`config.mk`:
```
export PLATFORM = sky130hd
export DESIGN_NAME = hex_glyph_line_parser_core_flat
export DESIGN_NICKNAME = d
export VERILOG_FILES = /design/src/hdl/hgl_pkg.sv /design/src/hdl/hgl_in_if.sv /design/src/hdl/hgl_out_if.sv /design/src/hdl/hex_glyph_line_parser_core.sv /design/src/hdl/hgl_front.sv /design/src/hdl/hgl_job_queue.sv /design/src/hdl/hgl_back.sv /design/src/flat_wrapper.sv
export SDC_FILE = /design/constraint.sdc
export NUM_CORES = 1
export LEC_CHECK = 0
export ABC_AREA = 1
export BUFFER_PORTS_ARGS = -buffer_cell sky130_fd_sc_hd__buf_2
export CORE_UTILIZATION = 53
export CTS_CLUSTER_DIAMETER = 100
export CTS_CLUSTER_SIZE = 10
export DETAILED_ROUTE_END_ITERATION = 10
export PLACE_DENSITY = 0.69
export SYNTH_ARGS = -nofsm -noshare
export SYNTH_HDL_FRONTEND = slang
export SYNTH_HIERARCHICAL = 1
export SYNTH_SLANG_ARGS = --single-unit
```
`constraint.sdc`:
```
create_clock -name clk -period 3.5 [get_ports clk]
set_clock_uncertainty 0.05 [all_clocks]
set_input_delay 0 -clock clk [delete_from_list [all_inputs] [get_ports clk]]
set_output_delay 0 -clock clk [all_outputs]
set_load 0.02 [all_outputs]
```
`src/hdl/hgl_pkg.sv`:
```
// ----------------------------------------------------------------------------
// hgl_pkg
// Shared types, codes and helpers of the hex glyph line parser.
// ----------------------------------------------------------------------------
package hgl_pkg;

  // Default limit on the number of codepoint digits in a line.
  localparam int MAX_CODE_DIGITS_DEF = 6;

  // Fixed widths and counts of the line format.
  localparam int CODE_W        = 24;
  localparam int BM_CNT_W      = 7;
  localparam int NARROW_DIGITS = 32;
  localparam int WIDE_DIGITS   = 64;
  localparam int ROWS          = 16;
  localparam int TILE_IDX_W    = 5;
  localparam int RAM_ADDR_W    = 6;
  localparam logic [7:0] COLON_CHAR = 8'h3A;

  // Item kinds on the character channel.
  typedef enum logic {
    KIND_TEXT = 1'b0,
    KIND_EOL  = 1'b1
  } kind_t;

  // Line status codes, in the order of their priority after success.
  typedef enum logic [2:0] {
    ST_OK         = 3'd0,
    ST_NO_COLON   = 3'd1,
    ST_BAD_CODE   = 3'd2,
    ST_BAD_LENGTH = 3'd3,
    ST_BAD_DIGIT  = 3'd4
  } status_t;

  // One finished line waiting for the back end.
  typedef struct packed {
    status_t             status;
    logic [CODE_W-1:0]   codepoint;
    logic                wide;
    logic                bank;
  } job_t;

  // Push request from the front end to the job queue.
  typedef struct packed {
    logic valid;
    job_t job;
  } job_push_t;

  // Write port of the row byte buffer.
  typedef struct packed {
    logic                  en;
    logic [RAM_ADDR_W-1:0] addr;
    logic [7:0]            data;
  } row_wr_t;

  // Description of one result as it moves down the back end.
  typedef struct packed {
    status_t               status;
    logic [CODE_W-1:0]     codepoint;
    logic                  wide;
    logic [TILE_IDX_W-1:0] idx;
    logic                  last;
  } tile_meta_t;

  // Hex digit value of a character; 16 marks a character that is not hex.
  function automatic logic [4:0] hex_value(input logic [7:0] c);
    logic [4:0] v;
    if (c >= 8'h30 && c <= 8'h39) begin
      v = 5'(c - 8'h30);
    end else if (c >= 8'h41 && c <= 8'h46) begin
      v = 5'(c - 8'h41 + 8'd10);
    end else if (c >= 8'h61 && c <= 8'h66) begin
      v = 5'(c - 8'h61 + 8'd10);
    end else begin
      v = 5'd16;
    end
    return v;
  endfunction

endpackage

```
`src/hdl/hgl_in_if.sv`:
```
// ----------------------------------------------------------------------------
// hgl_in_if
// Character channel: one text character or an end of line per transaction.
// ----------------------------------------------------------------------------
interface hgl_in_if;
  logic       valid;
  logic       ready;
  logic       kind;
  logic [7:0] text_byte;

  modport source (output valid, output kind, output text_byte, input ready);
  modport sink   (input valid, input kind, input text_byte, output ready);
endinterface

```
`src/hdl/hgl_out_if.sv`:
```
// ----------------------------------------------------------------------------
// hgl_out_if
// Result channel: one status or tile byte per transaction.
// ----------------------------------------------------------------------------
interface hgl_out_if;
  logic        valid;
  logic        ready;
  logic [2:0]  status;
  logic [23:0] glyph_codepoint;
  logic        wide_glyph;
  logic [4:0]  tile_index;
  logic [7:0]  tile_byte;
  logic        last_of_line;

  modport source (output valid, output status, output glyph_codepoint,
                  output wide_glyph, output tile_index, output tile_byte,
                  output last_of_line, input ready);
  modport sink   (input valid, input status, input glyph_codepoint,
                  input wide_glyph, input tile_index, input tile_byte,
                  input last_of_line, output ready);
endinterface

```
`src/hdl/hex_glyph_line_parser_core.sv`:
```
// A line's first result passes the job queue, read stage and output register. Throughput:
// one character per cycle while the queue has room; results, while the receiver is ready,
// one per cycle: 16 or 32 per good line, one per failed line, as the next line is parsed.
// Characters stall only while two finished lines hold both banks of the row buffer.
// Reset (rst, synchronous) clears the line state, the job queue and the output stages.
// ----------------------------------------------------------------------------
// hex_glyph_line_parser_core
// Hex bitmap-font line parser: front end, job queue and tile play-out.
// ----------------------------------------------------------------------------
module hex_glyph_line_parser_core #(
  parameter int MAX_CODE_DIGITS = hgl_pkg::MAX_CODE_DIGITS_DEF
) (
  input  logic       clk,
  input  logic       rst,
  hgl_in_if.sink     chars,
  hgl_out_if.source  tiles
);
  import hgl_pkg::*;

  job_push_t push;
  row_wr_t   wr;
  logic      q_full;
  logic      q_not_empty;
  logic      pop;
  job_t      head;

  hgl_front #(
    .MAX_CODE_DIGITS(MAX_CODE_DIGITS)
  ) u_front (
    .clk    (clk),
    .rst    (rst),
    .chars  (chars),
    .q_full (q_full),
    .push   (push),
    .wr     (wr)
  );

  hgl_job_queue u_queue (
    .clk       (clk),
    .rst       (rst),
    .push      (push),
    .pop       (pop),
    .full      (q_full),
    .not_empty (q_not_empty),
    .head      (head)
  );

  hgl_back u_back (
    .clk       (clk),
    .rst       (rst),
    .wr        (wr),
    .job_valid (q_not_empty),
    .job       (head),
    .pop       (pop),
    .tiles     (tiles)
  );

endmodule

```
`src/hdl/hgl_front.sv`:
```
// ----------------------------------------------------------------------------
// hgl_front
// Parses characters into line state and row bytes, and queues a job per line.
// ----------------------------------------------------------------------------
module hgl_front #(
  parameter int MAX_CODE_DIGITS = hgl_pkg::MAX_CODE_DIGITS_DEF
) (
  input  logic                clk,
  input  logic                rst,
  hgl_in_if.sink              chars,
  input  logic                q_full,
  output hgl_pkg::job_push_t  push,
  output hgl_pkg::row_wr_t    wr
);
  import hgl_pkg::*;

  localparam int CntW = $clog2(MAX_CODE_DIGITS + 2);
  localparam logic [CntW-1:0] CntSat = CntW'(MAX_CODE_DIGITS + 1);
  localparam logic [CntW-1:0] CntMax = CntW'(MAX_CODE_DIGITS);

  logic                colon_seen, colon_seen_next;
  logic [CODE_W-1:0]   code_accum, code_accum_next;
  logic [CntW-1:0]     code_cnt, code_cnt_next;
  logic                code_bad, code_bad_next;
  logic [BM_CNT_W-1:0] bm_cnt, bm_cnt_next;
  logic                bm_bad, bm_bad_next;
  logic [3:0]          high_nibble, high_nibble_next;
  logic                bank;

  logic       accept;
  logic       is_eol;
  logic [4:0] digit;
  logic       is_hex;
  logic [3:0] nib;
  status_t    status;

  // An item is taken whenever a slot for a finished line is free.
  assign chars.ready = !q_full;
  assign accept      = chars.valid && chars.ready;
  assign is_eol      = (chars.kind == KIND_EOL);
  assign digit       = hex_value(chars.text_byte);
  assign is_hex      = !digit[4];
  assign nib         = is_hex ? digit[3:0] : 4'd0;

  // Classify the line at its end, in priority order.
  always_comb begin
    if (!colon_seen) begin
      status = ST_NO_COLON;
    end else if (code_cnt == '0 || code_cnt > CntMax || code_bad) begin
      status = ST_BAD_CODE;
    end else if (bm_cnt != BM_CNT_W'(NARROW_DIGITS) && bm_cnt != BM_CNT_W'(WIDE_DIGITS)) begin
      status = ST_BAD_LENGTH;
    end else if (bm_bad) begin
      status = ST_BAD_DIGIT;
    end else begin
      status = ST_OK;
    end
  end

  always_comb begin
    push.valid         = accept && is_eol;
    push.job.status    = status;
    push.job.codepoint = (status == ST_NO_COLON || status == ST_BAD_CODE) ? '0 : code_accum;
    push.job.wide      = (status == ST_OK) && (bm_cnt == BM_CNT_W'(WIDE_DIGITS));
    push.job.bank      = bank;
  end

  // Every second bitmap digit completes a row byte.
  assign wr.en   = accept && !is_eol && colon_seen && (bm_cnt < BM_CNT_W'(WIDE_DIGITS))
                   && bm_cnt[0];
  assign wr.addr = {bank, bm_cnt[5:1]};
  assign wr.data = {high_nibble, nib};

  // Next line state for a text character; an end of line clears it.
  always_comb begin
    colon_seen_next  = colon_seen;
    code_accum_next  = code_accum;
    code_cnt_next    = code_cnt;
    code_bad_next    = code_bad;
    bm_cnt_next      = bm_cnt;
    bm_bad_next      = bm_bad;
    high_nibble_next = high_nibble;
    if (is_eol) begin
      colon_seen_next  = 1'b0;
      code_accum_next  = '0;
      code_cnt_next    = '0;
      code_bad_next    = 1'b0;
      bm_cnt_next      = '0;
      bm_bad_next      = 1'b0;
      high_nibble_next = '0;
    end else if (!colon_seen) begin
      if (chars.text_byte == COLON_CHAR) begin
        colon_seen_next = 1'b1;
      end else begin
        if (!is_hex) begin
          code_bad_next = 1'b1;
        end else begin
          code_accum_next = {code_accum[CODE_W-5:0], digit[3:0]};
        end
        if (code_cnt < CntSat) begin
          code_cnt_next = code_cnt + 1'b1;
        end
      end
    end else begin
      if (!is_hex) begin
        bm_bad_next = 1'b1;
      end
      if (bm_cnt < BM_CNT_W'(WIDE_DIGITS) && !bm_cnt[0]) begin
        high_nibble_next = nib;
      end
      if (bm_cnt < BM_CNT_W'(WIDE_DIGITS + 1)) begin
        bm_cnt_next = bm_cnt + 1'b1;
      end
    end
  end

  always_ff @(posedge clk) begin
    if (rst) begin
      colon_seen  <= 1'b0;
      code_accum  <= '0;
      code_cnt    <= '0;
      code_bad    <= 1'b0;
      bm_cnt      <= '0;
      bm_bad      <= 1'b0;
      high_nibble <= '0;
      bank        <= 1'b0;
    end else if (accept) begin
      colon_seen  <= colon_seen_next;
      code_accum  <= code_accum_next;
      code_cnt    <= code_cnt_next;
      code_bad    <= code_bad_next;
      bm_cnt      <= bm_cnt_next;
      bm_bad      <= bm_bad_next;
      high_nibble <= high_nibble_next;
      if (is_eol) begin
        bank <= !bank;
      end
    end
  end

endmodule

```
`src/hdl/hgl_job_queue.sv`:
```
// ----------------------------------------------------------------------------
// hgl_job_queue
// Two-entry queue of finished lines between the front and back ends.
// ----------------------------------------------------------------------------
module hgl_job_queue (
  input  logic               clk,
  input  logic               rst,
  input  hgl_pkg::job_push_t push,
  input  logic               pop,
  output logic               full,
  output logic               not_empty,
  output hgl_pkg::job_t      head
);
  import hgl_pkg::*;

  job_t       entries [2];
  logic       rd_ptr;
  logic       wr_ptr;
  logic [1:0] count;

  assign full      = (count == 2'd2);
  assign not_empty = (count != 2'd0);
  assign head      = entries[rd_ptr];

  // Entry storage holds payload only.
  always_ff @(posedge clk) begin
    if (push.valid) begin
      entries[wr_ptr] <= push.job;
    end
  end

  // Pointers and fill count.
  always_ff @(posedge clk) begin
    if (rst) begin
      rd_ptr <= 1'b0;
      wr_ptr <= 1'b0;
      count  <= '0;
    end else begin
      if (push.valid) begin
        wr_ptr <= !wr_ptr;
      end
      if (pop) begin
        rd_ptr <= !rd_ptr;
      end
      unique case ({push.valid, pop})
        2'b10:   count <= count + 1'b1;
        2'b01:   count <= count - 1'b1;
        default: count <= count;
      endcase
    end
  end

endmodule

```
`src/hdl/hgl_back.sv`:
```
// ----------------------------------------------------------------------------
// hgl_back
// Holds the double-banked row buffer and plays each line out as results.
// ----------------------------------------------------------------------------
module hgl_back (
  input  logic             clk,
  input  logic             rst,
  input  hgl_pkg::row_wr_t wr,
  input  logic             job_valid,
  input  hgl_pkg::job_t    job,
  output logic             pop,
  hgl_out_if.source        tiles
);
  import hgl_pkg::*;

  localparam int RamDepth = 1 << RAM_ADDR_W;

  logic [7:0]            ram [RamDepth];
  logic [7:0]            rd_data;
  logic [RAM_ADDR_W-1:0] rd_addr;
  logic                  rd_en;

  logic [TILE_IDX_W-1:0] issue_idx;
  logic                  issue_last;
  tile_meta_t            issue_meta;

  logic       f_valid;
  tile_meta_t f_meta;
  logic       out_valid;
  tile_meta_t out_meta;
  logic [7:0] out_byte;
  logic       out_load;

  // Last result of the job: the only one for an error, else row 15 or 31.
  always_comb begin
    if (job.status != ST_OK) begin
      issue_last = 1'b1;
    end else if (job.wide) begin
      issue_last = (issue_idx == TILE_IDX_W'(2 * ROWS - 1));
    end else begin
      issue_last = (issue_idx == TILE_IDX_W'(ROWS - 1));
    end
  end

  always_comb begin
    issue_meta.status    = job.status;
    issue_meta.codepoint = job.codepoint;
    issue_meta.wide      = job.wide;
    issue_meta.idx       = (job.status == ST_OK) ? issue_idx : '0;
    issue_meta.last      = issue_last;
  end

  // Wide glyphs are read column-major from row-major storage.
  assign rd_addr = job.wide ? {job.bank, issue_idx[3:0], issue_idx[4]}
                            : {job.bank, issue_idx};

  // Two-stage flow: buffer read, then output register.
  assign out_load = f_valid && (!out_valid || tiles.ready);
  assign rd_en    = job_valid && (!f_valid || out_load);
  assign pop      = rd_en && issue_last;

  // Row buffer: one write and one registered read per cycle.
  always_ff @(posedge clk) begin
    if (wr.en) begin
      ram[wr.addr] <= wr.data;
    end
    if (rd_en) begin
      rd_data <= ram[rd_addr];
    end
  end

  // Payload registers of the read and output stages.
  always_ff @(posedge clk) begin
    if (rd_en) begin
      f_meta <= issue_meta;
    end
    if (out_load) begin
      out_meta <= f_meta;
      out_byte <= (f_meta.status == ST_OK) ? rd_data : 8'd0;
    end
  end

  // Sequencer and stage valid flags.
  always_ff @(posedge clk) begin
    if (rst) begin
      issue_idx <= '0;
      f_valid   <= 1'b0;
      out_valid <= 1'b0;
    end else begin
      if (pop) begin
        issue_idx <= '0;
      end else if (rd_en) begin
        issue_idx <= issue_idx + 1'b1;
      end
      if (rd_en) begin
        f_valid <= 1'b1;
      end else if (out_load) begin
        f_valid <= 1'b0;
      end
      if (out_load) begin
        out_valid <= 1'b1;
      end else if (tiles.ready) begin
        out_valid <= 1'b0;
      end
    end
  end

  assign tiles.valid           = out_valid;
  assign tiles.status          = out_meta.status;
  assign tiles.glyph_codepoint = out_meta.codepoint;
  assign tiles.wide_glyph      = out_meta.wide;
  assign tiles.tile_index      = out_meta.idx;
  assign tiles.tile_byte       = out_byte;
  assign tiles.last_of_line    = out_meta.last;

endmodule

```
`src/flat_wrapper.sv`:
```
// flat-port wrapper written by rule: the top's interface ports become plain ports
module hex_glyph_line_parser_core_flat import hgl_pkg::*;
#(
  parameter int MAX_CODE_DIGITS = hgl_pkg::MAX_CODE_DIGITS_DEF
)
  (clk, rst, chars_valid, chars_kind, chars_text_byte, chars_ready, tiles_valid, tiles_status, tiles_glyph_codepoint, tiles_wide_glyph, tiles_tile_index, tiles_tile_byte, tiles_last_of_line, tiles_ready);
  hgl_in_if chars_i ();
  hgl_out_if tiles_i ();
  input  logic clk;
  input  logic rst;
  input wire logic [$bits(chars_i.valid)-1:0] chars_valid;
  input wire logic [$bits(chars_i.kind)-1:0] chars_kind;
  input wire logic [$bits(chars_i.text_byte)-1:0] chars_text_byte;
  output wire logic [$bits(chars_i.ready)-1:0] chars_ready;
  output wire logic [$bits(tiles_i.valid)-1:0] tiles_valid;
  output wire logic [$bits(tiles_i.status)-1:0] tiles_status;
  output wire logic [$bits(tiles_i.glyph_codepoint)-1:0] tiles_glyph_codepoint;
  output wire logic [$bits(tiles_i.wide_glyph)-1:0] tiles_wide_glyph;
  output wire logic [$bits(tiles_i.tile_index)-1:0] tiles_tile_index;
  output wire logic [$bits(tiles_i.tile_byte)-1:0] tiles_tile_byte;
  output wire logic [$bits(tiles_i.last_of_line)-1:0] tiles_last_of_line;
  input wire logic [$bits(tiles_i.ready)-1:0] tiles_ready;
  assign chars_i.valid = chars_valid;
  assign chars_i.kind = chars_kind;
  assign chars_i.text_byte = chars_text_byte;
  assign chars_ready = chars_i.ready;
  assign tiles_valid = tiles_i.valid;
  assign tiles_status = tiles_i.status;
  assign tiles_glyph_codepoint = tiles_i.glyph_codepoint;
  assign tiles_wide_glyph = tiles_i.wide_glyph;
  assign tiles_tile_index = tiles_i.tile_index;
  assign tiles_tile_byte = tiles_i.tile_byte;
  assign tiles_last_of_line = tiles_i.last_of_line;
  assign tiles_i.ready = tiles_ready;
  hex_glyph_line_parser_core #(.MAX_CODE_DIGITS(MAX_CODE_DIGITS)) u_core (.clk(clk), .rst(rst), .chars(chars_i), .tiles(tiles_i));
endmodule
```
==> run metrics, run 1 <==
vias per cell=5.57; vias=20,795; Final Setup Violations=0; average cell area after synthesis=10.7 sq um; clk_lat worst skew=0.63 ns; top post-synthesis cells by area=edfxtp_1 64%, nand3_1 9.7%, nand2_1 6.8%; adder-cell share of the synthesized area=0.449%; peak supply drop=0.000387 V; GRT overflow=0; Resize count post-CTS=0; Sink Count=708; IO Port Bufs=56; Initial Util=54.0%; Syn Inst Count=2,864; relative slew slack=6.37%; Die W=243 um; share of cells above drive strength 1=10.1%; Post-synth EDFFs=654; # diodes=0; sequential-to-total area share from yosys stat=67.5%; hold path depth=8; dpl cells=3,614; Die ar.=58,900 sq um; Setup crit end kind=register; status=completed; GRT Total Usage=26.1%; initial antenna violation count=1; core area=56,800 sq um; CTS max path bufs=3; largest net degree at the start of global routing=89; fillers=4,557; setup TNS=0 ns; Compound-Gate Fraction of Synth Area=1.07%; Critical Path Start Type=register; Max Slew Vio Count=0; Finished Layout Cells=3,735; unrepaired setup endpoints after global routing=false; most frequent cells in the layout=654 x edfxtp_1, 592 x nand3_1, 551 x nand2_1; mux contribution to synthesized area=1.19%; critical path class=reg2reg; Num CTS Buffers=80; worst-path maximum fanout=37; Max Cap Viol=0; Layout Nets=2,981; Distinct cells, synth=37; post-synthesis simple-gate area fraction=20.1%; Post-Syn Nets=2,888; Placer Congestion=0.890; H-tree depth=3; height of the die=243 um; reg-to-reg endpoint=u_core/u_back/rd_data[3]$_DFFE_PP_; crit path time final=3.34 ns; Boundary Pins=57; DR pass1 iterations=6; Synth top area share=64.0%; ys flop type=edfxtp_1; Row Count=87; Slew @ Worst Pin=1.40 ns; Worst Hold Launch=chars_text_byte[5]; clock root buffer=clkbuf_16; Yosys reg bits=708; reg2reg path depth=12; drt wl/cell=20.3 um; DR iter-0 viols=2,219; area post-placement=31,900 sq um; YS warnings=6; first-pass GRT wire length=118,000 um; class of the worst hold path=in2reg; DRC Markers=0; Final Cell Area=34,300 sq um; fmax=0.300 GHz; worst path required time=3.80 ns; XOR/XNOR share of the synthesized area=0.143%; Worst EP arrival=3.64 ns; clock slew at reported path FFs=0.05 ns; post-synth top area cell=edfxtp_1; Pleak=13.7 nW; PwrDens=626 nW/um^2; final wirelength=75,600 um; synthesis-to-finish area growth=11.7%; R2R Setup Slk=0.16 ns; Post-synth ARST share=0%; ANT nets after route=0; synthesized area=30,700 sq um; CTS tree=built; commonest non-fill, non-tap cell in the layout=edfxtp_1; final worst-path cycle share=95.3%; Fin. Hold Viols=0; hold path endpoint=u_core/u_front/code_bad$_SDFFE_PP0P_; largest family of logic cells by synthesized area=simple AND/OR/NAND/NOR gates; vias in the first global route=20,428; hpwl dp=45,200 um
layout make-up:
cell class	count	area (sq um)	share of cell area [%]
sequential	708	20700	60.4
clock inverter	8	141	0.412
clock buffer	96	2060	6.01
multi-input combinational	1474	7120	20.8
inverter	537	2020	5.88
timing repair buffer	156	1270	3.72
tap	756	946	2.76
power breakdown:
part	internal [mW]	switching, mW
combinational	1.23	2.97
clock	4.15	3.18
sequential	9.75	0.179
registers in the layout (all words and copies together), names as in the netlist, 2 cells and up, named ones only:
name	cells
u_core/u_back/ram	512
u_core/u_queue/entries	58
u_core/u_back/f_meta	34
u_core/u_back/tiles.glyph_codepoint	24
u_core/u_front/code_accum	24
u_core/u_back/rd_data	8
u_core/u_back/tiles.tile_byte	8
u_core/u_front/bm_cnt	7
u_core/u_back/issue_idx	5
u_core/u_back/tiles.tile_index	5
u_core/u_front/high_nibble	4
u_core/u_back/tiles.status	3
u_core/u_front/code_cnt	3
u_core/u_queue/count	2
synth_stat cells (all sizes together), types with 2 or more instances:
master	count
or2	2
mux2	29
xor2	3
o21ai	10
buf	120
nand4	19
ha	11
nor3	9
nand2	562
nor2	136
dfxtp	54
nand3	595
nor4	9
edfxtp	654
a21oi	49
inv	537
clkbuf	25
nand3b	34
xnor2	2
logic make-up (layout without fill, tap and decap cells):
group                    count (synthesis)  after routing
XOR/XNOR                                 5              5
AND/OR/NAND/NOR                       1368           1368
adder cells (fa/ha/maj)                 11             11
flip-flops                             708            708
AO/OA/AOI/OAI                           61             61
buffers and inverters                  682            797
multiplexers                            29             29
layer usage:
metal	global-route usage [%]	wire, um
met2	40.5	34700
met3	4.72	6420
met4	9.53	2260
met1	36.9	32200
met5	0	16
worst max path at each step:
stage	from	endpoint	slack (ns)	depth (start not counted)
6_report	register	u_core/u_back/rd_data[3]$_DFFE_PP_	0.16	12
5_1_grt	register	u_core/u_back/rd_data[3]$_DFFE_PP_	0.0004	12
4_1_cts	register	u_core/u_back/rd_data[3]$_DFFE_PP_	0.25	12
3_5_place_dp	register	u_core/u_back/rd_data[5]$_DFFE_PP_	0.26	11
3_3_place_gp	register	u_core/u_back/rd_data[5]$_DFFE_PP_	0.31	11
2_1_floorplan	chars_text_byte[0]	u_core/u_back/ram[0][0]$_DFFE_PP_	0.35	10
worst max-delay path, stage by stage (launching register included):
cell	delay (ns)
dfxtp_1	0.34
mux2_2	0.50
inv_1	0.15
nand2_2	0.08
nand2_4	0.43
buf_4	0.48
nand2_1	0.11
nand3_1	0.10
nand3_1	0.12
nand3_1	0.17
nand3_1	0.12
nand3_1	0.28
nand2_1	0.08
through the flow:
stage,hold WS (ns),util (%),total power [mW],setup WS (ns)
2_1_floorplan,0.0191,-,13.1,0.346
3_3_place_gp,0.254,56.2,14.2,0.311
3_5_place_dp,0.267,56.2,14.3,0.265
4_1_cts,0.0511,60.3,21.6,0.250
5_1_grt,0.162,60.3,22.3,0.000357
6_report,0.0997,60.3,21.5,0.163
repair_timing:
item,CTS,global route
hold endpoints to repair,56,0
buffers inserted,0,0
hold buffers,17,0
(Power assumes the default switching activity.)
==> run 2: changes to the inputs <==
--- a/config.mk
+++ b/config.mk
@@ -11,8 +11,9 @@
 export CTS_CLUSTER_DIAMETER = 100
 export CTS_CLUSTER_SIZE = 10
 export DETAILED_ROUTE_END_ITERATION = 10
-export PLACE_DENSITY = 0.69
+export PLACE_DENSITY = 0.74
 export SYNTH_ARGS = -nofsm -noshare
 export SYNTH_HDL_FRONTEND = slang
 export SYNTH_HIERARCHICAL = 1
 export SYNTH_SLANG_ARGS = --single-unit
+export TNS_END_PERCENT = 1
==> constraint.sdc (replaced) <==
create_clock -name clk -period 4.1 [get_ports clk]
set_clock_uncertainty 0.05 [all_clocks]
set_input_delay 0 -clock clk [delete_from_list [all_inputs] [get_ports clk]]
set_output_delay 0 -clock clk [all_outputs]
set_load 0.02 [all_outputs]
==> run 2 against run 1 <==
Compared with the run above: non-clock buffer count fell by 15; sequential share of layout area rose by 0.46 points; die area did not move; register-to-register slack improved by 0.62 ns; hold slack got worse by 0.046 ns; flip-flop and latch count did not move.
==> run metrics, run 2 (synthesis gave the netlist of run 1 again) <==
critical path class=reg2reg; IO Port Bufs=56 (unchanged); max incr delay on CP=0.90 ns (+0.40 ns); reg-to-reg endpoint=u_core/u_back/ram[35][1]$_DFFE_PP_; Top Registers=u_core/u_back/ram: 512 flops, u_core/u_queue/entries: 58 flops, u_core/u_back/f_meta: 34 flops; Top Family by Delay on Critical Path=simple AND/OR/NAND/NOR gates; vias in the first global route=20,576 (+0.72%); dpl cells=3,600 (-0.39%); Worst EP arrival=3.51 ns (-0.13 ns); clock root buffer=clkbuf_16; origin of the critical flop-to-flop path=u_core/u_queue/count[1]$_SDFFE_PP0P_; worst path required time=4.29 ns (+0.49 ns); PwrDens=536 nW/um^2 (-14%); Placer Congestion=0.888 (-0.25%); clk_lat worst skew=0.63 ns (about the same); max reg flops=512 (unchanged); Num CTS Buffers=80 (unchanged); most frequent cells in the layout=654 x edfxtp_1, 592 x nand3_1, 551 x nand2_1; initial antenna violation count=0 (-1); CTS tree=built; Die W=243 um (unchanged); Multi-input gate area=7120 sq um (unchanged); reg2reg path depth=8 (-4); R2R Setup Slk=0.78 ns (+0.62 ns); DR pass1 iterations=8 (+2); # diodes=0 (unchanged); final wirelength=74,800 um (-1.2%); vias per cell=5.64 (+1.3%); CP max stage cell=nor2_1; hpwl dp=43,900 um (-3.0%); class of the worst hold path=in2reg; CTS max path bufs=3 (unchanged); drt wl/cell=20.1 um (-0.84%); setup TNS=0 ns (unchanged); relative slew slack=4.94% (-1.4 points); CP Capture Point=u_core/u_back/ram[35][1]$_DFFE_PP_; Die ar.=58,900 sq um (unchanged); critical path depth in cells=8 (-4); height of the die=243 um (unchanged); Row Count=87 (unchanged); register area=20,700 sq um (about the same); fmax=0.301 GHz (+0.52%); fillers=4,462 (-2.1%); Setup crit start=u_core/u_queue/count[1]$_SDFFE_PP0P_; Sink Count=708 (unchanged); Pleak=13.6 nW (-0.90%); peak supply drop=0.000382 V (-1.3%); largest net degree at the start of global routing=83 (-6.7%); status=completed; DR iter-0 viols=2,485 (+12%); H-tree depth=3 (unchanged); ANT nets after route=0 (unchanged); crit path buf inv count=3 (+1); Resize count post-CTS=0 (unchanged); Finished Layout Cells=3,723 (-0.32%); Critical Path, Cell by Cell=inv_1 -> nor2_1 -> inv_2 -> nand2_1 -> nor3_1 -> buf_4 -> nand4_1 -> nor2_1; vias=21,003 (+1.0%); Slew @ Worst Pin=1.42 ns (+0.0214 ns); crit path time final=3.32 ns (-0.0172 ns); final worst-path cycle share=81.0% (-14 points); GRT Total Usage=25.6% (-0.48 points); Boundary Pins=57 (unchanged); clock slew at reported path FFs=0.05 ns (about the same); worst-path maximum fanout=9 (-76%); Largest Register=u_core/u_back/ram; Max Cap Viol=0 (unchanged); commonest non-fill, non-tap cell in the layout=edfxtp_1; Initial Util=54.0% (unchanged); unrepaired setup endpoints after global routing=false; Fin. Hold Viols=0 (unchanged); Max Slew Vio Count=0 (unchanged); Layout Nets=2,966 (-0.50%); synthesis-to-finish area growth=11.0%; Final Setup Violations=0 (unchanged); share of cells above drive strength 1=9.64% (-0.46 points); GRT overflow=0 (unchanged); DRC Markers=0 (unchanged); first-pass GRT wire length=116,000 um (-2.2%); Setup crit end kind=register; core area=56,800 sq um (unchanged); Critical Path Start Type=register; critical path's most frequent cell=nor2_1
-- run 2: cell count changes in the layout (fill, tap and decap cells not counted), sizes merged --
cell / previous run / this run
buf: 139 / 125
dlygate4sd3: 17 / 16
clkinv: 7 / 6
clkbuf: 96 / 100
-- run 2: worst min path at each step --
| stage | depth (start not counted) | endpoint | from |
|---|---|---|---|
| after detailed placement | 4 | u_core/u_back/tiles.valid$_SDFFE_PP0P_ | tiles_ready |
| after CTS | 8 | u_core/u_front/code_bad$_SDFFE_PP0P_ | chars_text_byte[5] |
| after floorplan | 1 | u_core/u_back/f_valid$_SDFFE_PP0P_ | rst |
| after global routing | 8 | u_core/u_front/code_bad$_SDFFE_PP0P_ | chars_text_byte[5] |
| after global placement | 4 | u_core/u_back/tiles.valid$_SDFFE_PP0P_ | tiles_ready |
| final | 8 | u_core/u_front/code_bad$_SDFFE_PP0P_ | chars_text_byte[5] |
-- run 2: power by group --
group          switching, mW  leakage [nW]  internal, mW
Sequential             0.161          6.44          8.33
Combinational           2.50          6.12          1.05
Clock                   2.69          1.05          3.53
Total                   5.35          13.6          12.9
-- run 2: area by class of cell --
| class | count | share of cell area [%] |
|---|---|---|
| Clock buffer | 100 | 6.10 |
| Clock inverter | 7 | 0.265 |
| Inverter | 537 | 5.92 |
| Multi-Input combinational cell | 1474 | 20.9 |
| Sequential cell | 708 | 60.9 |
| Tap cell | 756 | 2.78 |
| Timing Repair Buffer | 141 | 3.11 |
-- run 2: layer usage --
metal,global-route usage (%),vias up,routed length (um)
li1,-,9598,-
met1,34.0,10101,29200
met2,41.0,1116,35400
met3,4.43,188,7050
met4,12.4,0,3170
met5,0,-,0
-- run 2: repair_timing --
action,in CTS,in global routing
hold buffers,16,0
hold endpoints to repair,48,0
setup buffers,0,0
-- run 2: worst min-delay path, stage by stage --
cell	delay, ns
buf_2	0.08
nand2_1	0.08
inv_1	0.08
nand4_1	0.11
nand3_2	0.14
nand2_4	0.08
nand2_1	0.06
a21oi_1	0.05
-- run 2: per-stage QoR --
step                power (mW)  setup WS (ns)  util [%]  area, sq um  hold slack [ns]
floorplan                 11.2          0.946         -        30700           0.0191
global placement          12.0          0.937      55.8        31700            0.253
detailed placement        12.1          0.886      55.8        31700            0.292
CTS                       18.3          0.843      59.9        34000           0.0368
global route              18.9          0.703      59.9        34000            0.116
finish                    18.3          0.780      59.9        34000           0.0540
